File: src/design/tcw_pkg.sv
`timescale 1ns / 1ps
`default_nettype none
// ----------------------------------------------------------------------------
// tcw_pkg: shared definitions of the text console writer
// Field widths, character codes, operation codes, controller states and the
// command and status bundles between the controller and the datapath.
// ----------------------------------------------------------------------------
package tcw_pkg;

  // default screen geometry
  localparam int SCREEN_COLUMNS_DEF    = 80;
  localparam int SCREEN_ROWS_DEF       = 25;
  localparam int FIRST_CONSOLE_ROW_DEF = 9;

  // payload field widths
  localparam int OP_W        = 2;
  localparam int CHAR_W      = 8;
  localparam int ATTR_W      = 8;
  localparam int ROW_FIELD_W = 4;
  localparam int COL_FIELD_W = 7;
  localparam int POS_FIELD_W = 11;
  localparam int CELL_DATA_W = ATTR_W + CHAR_W;

  // register port
  localparam int PADDR_W     = 3;
  localparam int PDATA_W     = 32;
  localparam int REG_SEL_BIT = 2;
  localparam logic REG_TEXT_ATTR = 1'b0;

  // character and attribute codes
  localparam logic [CHAR_W-1:0] CH_NEWLINE   = 8'h0A;
  localparam logic [CHAR_W-1:0] CH_BACKSPACE = 8'h08;
  localparam logic [CHAR_W-1:0] CH_SPACE     = 8'h20;
  localparam logic [ATTR_W-1:0] ATTR_RESET      = 8'h0A;
  localparam logic [ATTR_W-1:0] ATTR_CELL_RESET = 8'h07;

  typedef enum logic [OP_W-1:0] {
    OP_PUT     = 2'd0,
    OP_CLEAR   = 2'd1,
    OP_RECOLOR = 2'd2,
    OP_READ    = 2'd3
  } op_t;

  // what one cycle of a sweep over the store does at the sweep counter
  typedef enum logic [2:0] {
    SW_NONE,
    SW_RESET,
    SW_BLANK,
    SW_COPY,
    SW_RECOLOR
  } sweep_t;

  // source of the word in the write stage
  typedef enum logic [1:0] {
    WR_DIRECT,
    WR_COPY,
    WR_RECOLOR
  } wr_sel_t;

  typedef enum logic [3:0] {
    ST_INIT,
    ST_IDLE,
    ST_DECODE,
    ST_PUT,
    ST_SCROLL,
    ST_FILL,
    ST_CLEAR,
    ST_RECOLOR,
    ST_READ,
    ST_DONE
  } state_t;

  typedef struct packed {
    logic   accept;
    logic   put;
    logic   rd_cell;
    logic   home;
    logic   cnt_clr;
    logic   load_out;
    sweep_t sweep;
  } tcw_cmd_t;

  typedef struct packed {
    op_t  op;
    logic put_scrolls;
    logic copy_last;
    logic sweep_last;
    logic out_free;
  } tcw_sts_t;

endpackage
`default_nettype wire

File: src/design/tcw_ctrl.sv
`timescale 1ns / 1ps
`default_nettype none
// ----------------------------------------------------------------------------
// tcw_ctrl: console operation sequencer
// Walks each operation through decode, its cell write, cell read or store sweep and the result load.
// ----------------------------------------------------------------------------
module tcw_ctrl
  import tcw_pkg::*;
(
  input  wire logic     clk,
  input  wire logic     rst_n,
  input  wire logic     in_valid,
  output logic          in_ready,
  input  wire tcw_sts_t sts,
  output tcw_cmd_t      cmd
);

  state_t state_r;
  state_t state_nxt;

  always_ff @(posedge clk) begin
    if (!rst_n) begin
      state_r <= ST_INIT;
    end else begin
      state_r <= state_nxt;
    end
  end

  always_comb begin
    state_nxt = state_r;
    in_ready  = 1'b0;
    cmd       = '0;
    cmd.sweep = SW_NONE;
    case (state_r)
      ST_INIT: begin
        cmd.sweep = SW_RESET;
        if (sts.sweep_last) begin
          state_nxt = ST_IDLE;
        end
      end
      ST_IDLE: begin
        in_ready    = 1'b1;
        cmd.cnt_clr = 1'b1;
        cmd.accept  = in_valid;
        if (in_valid) begin
          state_nxt = ST_DECODE;
        end
      end
      ST_DECODE: begin
        case (sts.op)
          OP_PUT:     state_nxt = ST_PUT;
          OP_CLEAR: begin
            cmd.home  = 1'b1;
            state_nxt = ST_CLEAR;
          end
          OP_RECOLOR: state_nxt = ST_RECOLOR;
          OP_READ:    state_nxt = ST_READ;
          default:    state_nxt = ST_DONE;
        endcase
      end
      ST_PUT: begin
        cmd.put   = 1'b1;
        state_nxt = sts.put_scrolls ? ST_SCROLL : ST_DONE;
      end
      ST_SCROLL: begin
        cmd.sweep = SW_COPY;
        if (sts.copy_last) begin
          state_nxt = ST_FILL;
        end
      end
      ST_FILL, ST_CLEAR: begin
        cmd.sweep = SW_BLANK;
        if (sts.sweep_last) begin
          state_nxt = ST_DONE;
        end
      end
      ST_RECOLOR: begin
        cmd.sweep = SW_RECOLOR;
        if (sts.sweep_last) begin
          state_nxt = ST_DONE;
        end
      end
      ST_READ: begin
        cmd.rd_cell = 1'b1;
        state_nxt   = ST_DONE;
      end
      ST_DONE: begin
        // hold until the result register is free
        if (sts.out_free) begin
          cmd.load_out = 1'b1;
          state_nxt    = ST_IDLE;
        end
      end
      default: begin
        state_nxt = ST_IDLE;
      end
    endcase
  end

`ifndef ASSERT_OFF
  a_one_item_at_a_time: assert property (@(posedge clk) disable iff (!rst_n)
    in_valid && in_ready |=> !in_ready)
    else $error("input taken again before the item finished");
`endif

endmodule
`default_nettype wire

File: config.mk
export PLATFORM = sky130hd
export DESIGN_NAME = tcw_ctrl
export DESIGN_NICKNAME = d
export VERILOG_FILES = /design/src/design/tcw_pkg.sv /design/src/design/tcw_ctrl.sv
export SDC_FILE = /design/constraint.sdc
export NUM_CORES = 1
export LEC_CHECK = 0
export BUFFER_PORTS_ARGS = -buffer_cell sky130_fd_sc_hd__buf_2
export CAP_MARGIN = 10
export CELL_PAD_IN_SITES_DETAIL_PLACEMENT = 0
export CELL_PAD_IN_SITES_GLOBAL_PLACEMENT = 1
export CORE_ASPECT_RATIO = 1.25
export CORE_MARGIN = 3
export CORE_UTILIZATION = 25
export DETAILED_ROUTE_END_ITERATION = 16
export GPL_TIMING_DRIVEN = 0
export PLACE_DENSITY = 0.6
export RECOVER_POWER = 25
export REMOVE_ABC_BUFFERS = 1
export SETUP_SLACK_MARGIN = 0.5
export SLEW_MARGIN = 20
export SYNTH_ARGS = -nofsm -noshare
export SYNTH_HDL_FRONTEND = slang
export SYNTH_SLANG_ARGS = --single-unit
export TNS_END_PERCENT = 20
File: constraint.sdc
create_clock -name clk -period 2.85 [get_ports clk]
set_input_delay 0.855 -clock clk [delete_from_list [all_inputs] [get_ports clk]]
set_output_delay 0.855 -clock clk [all_outputs]
set_load 0.02 [all_outputs]
==> results of run 1 <==
[per-stage QoR]
stage	hold WS, ps	worst slack [ps]	util (%)	cells
3_5_place_dp	669	425	29.9	97
6_report	631	459	30.9	100
3_3_place_gp	684	446	29.9	97
4_1_cts	674	426	31.1	100
5_1_grt	671	367	30.9	100
2_1_floorplan	588	415	-	59
[kinds of logic after synthesis]
group | count (synthesis) | synth area share [%]
buffers and inverters | 9 | 11.8
AND/OR/NAND/NOR | 30 | 32.9
AO/OA/AOI/OAI | 14 | 22.7
flip-flops | 4 | 15.1
adder cells (fa/ha/maj) | 5 | 11.8
multiplexers | 3 | 5.67
[path summary, 6_finish.rpt]
| check | endpoint | cells past startpoint | slack (ps) | start |
|---|---|---|---|---|
| worst max-delay path | cmd[5] | 5 | 460 | sts[4] |
| worst min-delay path | state_r[2] | 2 | 630 | state_r[2] |
| worst max register to register | state_r[3] | 4 | 1210 | state_r[1] |
| worst min register to register | state_r[2] | 2 | 630 | state_r[2] |
[power groups by stage]
stage | Clock [µW] | Sequential, µW | Combinational (µW)
finish | 67.0 | 93.7 | 119
CTS | 70.0 | 93.5 | 124
detailed placement | 0 | 93.6 | 124
floorplan | 0 | 85.5 | 91.1
global route | 73.3 | 97.3 | 133
global placement | 0 | 94.9 | 124
[cells in the mapped netlist (all sizes together)]
| master | number |
|---|---|
| mux2i | 3 |
| ha | 5 |
| nor4b | 1 |
| a2111oi | 2 |
| nand2 | 4 |
| dfxtp | 4 |
| o41ai | 1 |
| a21oi | 5 |
| o31ai | 1 |
| and4b | 1 |
| o2bb2ai | 1 |
| or2b | 1 |
| nor3 | 7 |
| nor2b | 3 |
| o21ai | 3 |
| a221oi | 1 |
| nand2b | 1 |
| inv | 3 |
| nor2 | 8 |
| and3 | 2 |
| buf | 6 |
| nor3b | 1 |
| nand3 | 1 |
[layout make-up]
type | instances | area, µm² | share of cell area [%]
tap | 20 | 25.0 | 4.08
clock buffer | 3 | 22.5 | 3.67
sequential | 4 | 82.6 | 13.5
timing repair buffer | 18 | 91.3 | 14.9
inverter | 3 | 11.3 | 1.84
multi-input combinational | 52 | 380 | 62.0
[routing by layer]
layer	track usage, %	vias up
li1	-	266
met1	12.8	228
met2	14.6	12
met3	1.89	0
met4	1.19	0
met5	0	-
[cells in the final DEF, fill, tap and decap left out, drive strengths merged]
| master | count |
|---|---|
| nand3 | 1 |
| nor3 | 7 |
| buf | 17 |
| nor4b | 1 |
| nor2 | 8 |
| nor2b | 3 |
| nand2b | 1 |
| and3 | 2 |
| nor3b | 1 |
| o41ai | 1 |
| mux2i | 3 |
| o21ai | 3 |
| or2b | 1 |
| o31ai | 1 |
| a2111oi | 2 |
| clkbuf | 4 |
| nand2 | 4 |
| and4b | 1 |
| a21oi | 5 |
| o2bb2ai | 1 |
| dfxtp | 4 |
| inv | 3 |
| a221oi | 1 |
| ha | 5 |
[timing repair]
item,CTS,global route
buffers inserted,0,0
pin swaps,0,1
hold buffers,0,0
endpoints found under the setup margin,6,6
resized for setup,1,3
[worst min-delay path: cells and delay by family (launching register included)]
family,cells,cell delay [ps]
AO/OA/AOI/OAI,1,140
flip-flops,1,390
AND/OR/NAND/NOR,1,60
==> impl_metrics.env, run 1 <==
export IMPL_power_uw=280
export IMPL_ant_nets=0
export IMPL_grt_pass1_wl_mm=1.92
export IMPL_avgSynthCellArea_um2=8.14
export IMPL_numCtsBuffers=3
export IMPL_cts_tree="built"
export IMPL_clkPwrFrac_pct=24.0
export IMPL_m1WireLength_um=525
export IMPL_cts_sinks=4
export IMPL_drt_pass1_iterations=2
export IMPL_worstPathArrival_ps=1540
export IMPL_final_cell_area_um2=613
export IMPL_synth_top_cell_by_area="dfxtp_1"
export IMPL_cp_slowest_stage_delay_ps=170
export IMPL_grtUsageTotal_pct=9.13
export IMPL_yosysWarnings=0
export IMPL_grt_max_degree=18
export IMPL_leakage_uw=0.000281
export IMPL_dp_hpwl_um=896
export IMPL_cts_htree_levels=1
export IMPL_syn_inst=65
export IMPL_dieHeight_um=57.4
export IMPL_nets=96
export IMPL_critPathBufInv=2
export IMPL_synthDistinctLibCells=29
export IMPL_place_congestion=0.722
export IMPL_setup_violations=0
export IMPL_largest_reg_flops=4
export IMPL_power_net_switching_uw=115
export IMPL_status="completed"
export IMPL_syn_area_um2=529
export IMPL_coreArea_mm2=0.00198
export IMPL_p_int_uw=165
export IMPL_rows=18
export IMPL_grt_pass1_vias=450
export IMPL_wl_per_cell_um=11.3
export IMPL_start_util_pct=26.7
export IMPL_die_x_um=47.2
export IMPL_vias=506
export IMPL_layout_drive_gt1_share_pct=36.3
export IMPL_switching_share_pct=41.1
export IMPL_worstPathMaxFanout=4
export IMPL_place_area_um2=593
export IMPL_power_frac_seq_pct=33.5
export IMPL_clk_latency_ps=230
export IMPL_synth_top_area_share_pct=15.1
export IMPL_top_regs="state_r x4"
export IMPL_drcViolationCount=0
export IMPL_ir_drop_uv=252
export IMPL_yosys_top_cells_area="dfxtp_1 (15%), ha_1 (12%), nor3_1 (6.6%)"
export IMPL_wl_met3_um=57
export IMPL_rsz0062_at_grt="true"
export IMPL_cpMaxStageDelayCell="ha_1"
export IMPL_hp_class="register to register"
export IMPL_clockBufferDepth=2
export IMPL_grt_overflow_total=0
export IMPL_drt_total_wl_mm=1.13
export IMPL_hold_violations=0
export IMPL_comb_power_share_pct=42.5
export IMPL_top_register="state_r"
export IMPL_period_share_pct=83.9
export IMPL_tns_ps=0
export IMPL_critPathKind="input pin to output pin"
export IMPL_finalMaxSlewViolations=0
export IMPL_ios=19
export IMPL_critPathTopFamily="buffers and inverters"
export IMPL_die_area_mm2=0.00271
export IMPL_endpoint_kind="output pin"
export IMPL_cp_start_kind="input pin"
export IMPL_cp_required_ps=2000
export IMPL_slew_headroom_pct=62.8
export IMPL_drt_initial_drc_count=7
export IMPL_powerDensity_mw_per_mm2=456
export IMPL_viasPerCell=5.06
export IMPL_path_cells="clkbuf_1 > ha_1 > nand3_1 > nor2_1 > buf_4"
export IMPL_met2WireLength_um=546
export IMPL_syn_to_final_growth_pct=15.8
export IMPL_routed_top_layer="met3"
export IMPL_n_fill_cell=229
export IMPL_numPortBuffers=18
export IMPL_fmax_mhz=418
export IMPL_clk_pin_slew_ps=40
export IMPL_synth_seq_cells=4
export IMPL_antenna_found_initial=0
export IMPL_fin_crit_ps=2390
export IMPL_finalClockSkew_ps=3.14
export IMPL_worst_slew_pin_transition_ps=558
export IMPL_maxCapViolCount=0
export IMPL_root_buffer="clkbuf_4"
export IMPL_antennaDiodeCount=0
export IMPL_synth_seq_area_share_pct=15.1
No activity file was read; power rests on OpenSTA's default activity.
==> run 2, diff against run 1 <==
--- a/config.mk
+++ b/config.mk
@@ -14,7 +14,7 @@
 export CORE_UTILIZATION = 25
 export DETAILED_ROUTE_END_ITERATION = 16
 export GPL_TIMING_DRIVEN = 0
-export PLACE_DENSITY = 0.6
+export PLACE_DENSITY = 0.62
 export RECOVER_POWER = 25
 export REMOVE_ABC_BUFFERS = 1
 export SETUP_SLACK_MARGIN = 0.5
==> constraint.sdc (replaced) <==
create_clock -name clk -period 2.1 [get_ports clk]
set_input_delay 0.63 -clock clk [delete_from_list [all_inputs] [get_ports clk]]
set_output_delay 0.63 -clock clk [all_outputs]
set_load 0.02 [all_outputs]
==> run 2 against run 1 <==
Global-route usage grew 1.4 points; final area grew 34%; clock power grew 46%; sequential power grew 23%; non-clock buffer count grew 13; utilization grew 11 points; clock-buffer cell count is the same; combinational power grew 120%; register-to-register slack lost 610 ps; largest cell class unchanged; first-iteration DRC count shrank 14%; largest power group unchanged; wire length grew 30%; via count grew 13%.
==> impl_metrics.env, run 2 (synthesis gave the netlist of run 1 again) <==
export IMPL_largest_reg_flops=4
export IMPL_ios=19
export IMPL_p_int_uw=281
export IMPL_hp_class="register to register"
export IMPL_drcViolationCount=0
export IMPL_r2r_start="state_r[0]"
export IMPL_switching_share_pct=41.0
export IMPL_root_buffer="clkbuf_4"
export IMPL_wl_per_cell_um=13.0
export IMPL_maxCapViolCount=0
export IMPL_powerDensity_mw_per_mm2=577
export IMPL_viasPerCell=5.04
export IMPL_critPathKind="input pin to output pin"
export IMPL_final_cell_mix="buf_4 (16), buf_2 (11), nor3_1 (5), nor2_1 (5)"
export IMPL_holdPathEnd="state_r[2]"
export IMPL_slew_headroom_pct=73.0
export IMPL_rows=18
export IMPL_tns_ps=0
export IMPL_finalClockSkew_ps=5.86
export IMPL_ctsHoldBuffers=0
export IMPL_numCtsBuffers=3
export IMPL_die_x_um=47.2
export IMPL_syn_to_final_growth_pct=55.8
export IMPL_status="completed"
export IMPL_fmax_mhz=514
export IMPL_cts_sinks=4
export IMPL_ir_drop_uv=264
export IMPL_worstHoldStart="state_r[3]"
export IMPL_start_util_pct=26.7
export IMPL_drt_total_wl_mm=1.47
export IMPL_whs_path_depth=1
export IMPL_hold_violations=0
export IMPL_drt_pass1_iterations=4
export IMPL_layout_drive_gt1_share_pct=55.9
export IMPL_grt_pass1_vias=530
export IMPL_n_fill_cell=215
export IMPL_worstPathArrival_ps=1320
export IMPL_die_area_mm2=0.00271
export IMPL_worst_slew_pin_transition_ps=404
export IMPL_grt_pass1_wl_mm=2.18
export IMPL_top_regs="state_r x4"
export IMPL_cp_required_ps=1470
export IMPL_fin_crit_ps=1950
export IMPL_r2r_cells=5
export IMPL_antennaDiodeCount=0
export IMPL_dp_hpwl_um=952
export IMPL_endpoint_kind="output pin"
export IMPL_power_uw=476
export IMPL_cts_htree_levels=1
export IMPL_leakage_uw=0.000368
export IMPL_grt_max_degree=16
export IMPL_coreArea_mm2=0.00198
export IMPL_rsz0062_at_grt="true"
export IMPL_drt_initial_drc_count=6
export IMPL_power_net_switching_uw=195
export IMPL_place_congestion=0.687
export IMPL_top_register="state_r"
export IMPL_clockBufferDepth=2
export IMPL_period_share_pct=92.7
export IMPL_nets=109
export IMPL_dieHeight_um=57.4
export IMPL_clk_latency_ps=240
export IMPL_clkPwrFrac_pct=20.5
export IMPL_finalMaxSlewViolations=0
export IMPL_clk_pin_slew_ps=40
export IMPL_cp_start_kind="input pin"
export IMPL_ant_nets=0
export IMPL_ff2ff_setup_slack_ps=600
export IMPL_comb_power_share_pct=55.3
export IMPL_numPortBuffers=18
export IMPL_reg2reg_to="state_r[3]"
export IMPL_antenna_found_initial=0
export IMPL_layout_commonest_cell="buf_4"
export IMPL_cts_tree="built"
export IMPL_vias=570
export IMPL_power_frac_seq_pct=24.2
export IMPL_worstPathMaxFanout=4
export IMPL_grt_overflow_total=0
export IMPL_grtUsageTotal_pct=10.5
export IMPL_setup_violations=0
==> run 2: cell types whose count changed in the layout (fill, tap and decap cells not counted), sizes merged <==
cell,before,now
clkbuf,4,5
buf,17,29
==> run 2: per-stage QoR <==
stage	area, µm²	setup slack, ps	hold slack (ps)	instances	utilization (%)
floorplan	478	-110	588	59	-
global route	825	127	593	113	41.6
detailed placement	593	79.5	675	97	29.9
finish	825	154	570	113	41.6
CTS	719	238	549	106	36.3
global placement	593	83.4	680	97	29.9
==> run 2: power by group through the flow <==
stage / clock (µW) / sequential, µW / combinational (µW)
after floorplan: 0 / 116 / 124
after global placement: 0 / 128 / 169
after detailed placement: 0 / 127 / 170
after CTS: 96.5 / 117 / 213
after global routing: 105 / 118 / 287
final: 97.5 / 115 / 263
==> run 2: timing repair <==
item                                    in CTS  in global routing
resized for setup                           21                 17
cloned                                       0                  0
pin swaps                                    1                  3
buffers inserted                             6                  7
endpoints found under the setup margin      13                 11
==> run 2: critical path: stages <==
cell and delay, ps:
clkbuf_1 240, inv_6 50, ha_4 160, nand3_4 70, nor2_4 30, buf_6 120
==> run 2: cell type report <==
class	instances	area (µm²)	area share, %
multi-input combinational	52	459	55.7
tap	20	25.0	3.03
sequential	4	95.1	11.5
clock buffer	3	22.5	2.73
timing repair buffer	31	206	25.0
inverter	3	16.3	1.97
==> run 2: layer usage <==
layer	global-route usage (%)	share of wire [%]	wire length, µm
met1	12.7	38	555
met5	0	0	0
met3	1.58	4.3	63
met4	4.74	2.8	41
met2	17.5	55	807
==> run 2: worst max path at each step <==
stage / start / endpoint / slack, ps / cells past startpoint
finish: sts[5] / cmd[5] / 150 / 6
detailed placement: state_r[0] / cmd[3] / 80 / 3
global placement: state_r[0] / cmd[3] / 80 / 3
floorplan: state_r[0] / cmd[4] / -110 / 2
global route: sts[5] / cmd[5] / 130 / 6
CTS: sts[5] / cmd[5] / 240 / 6
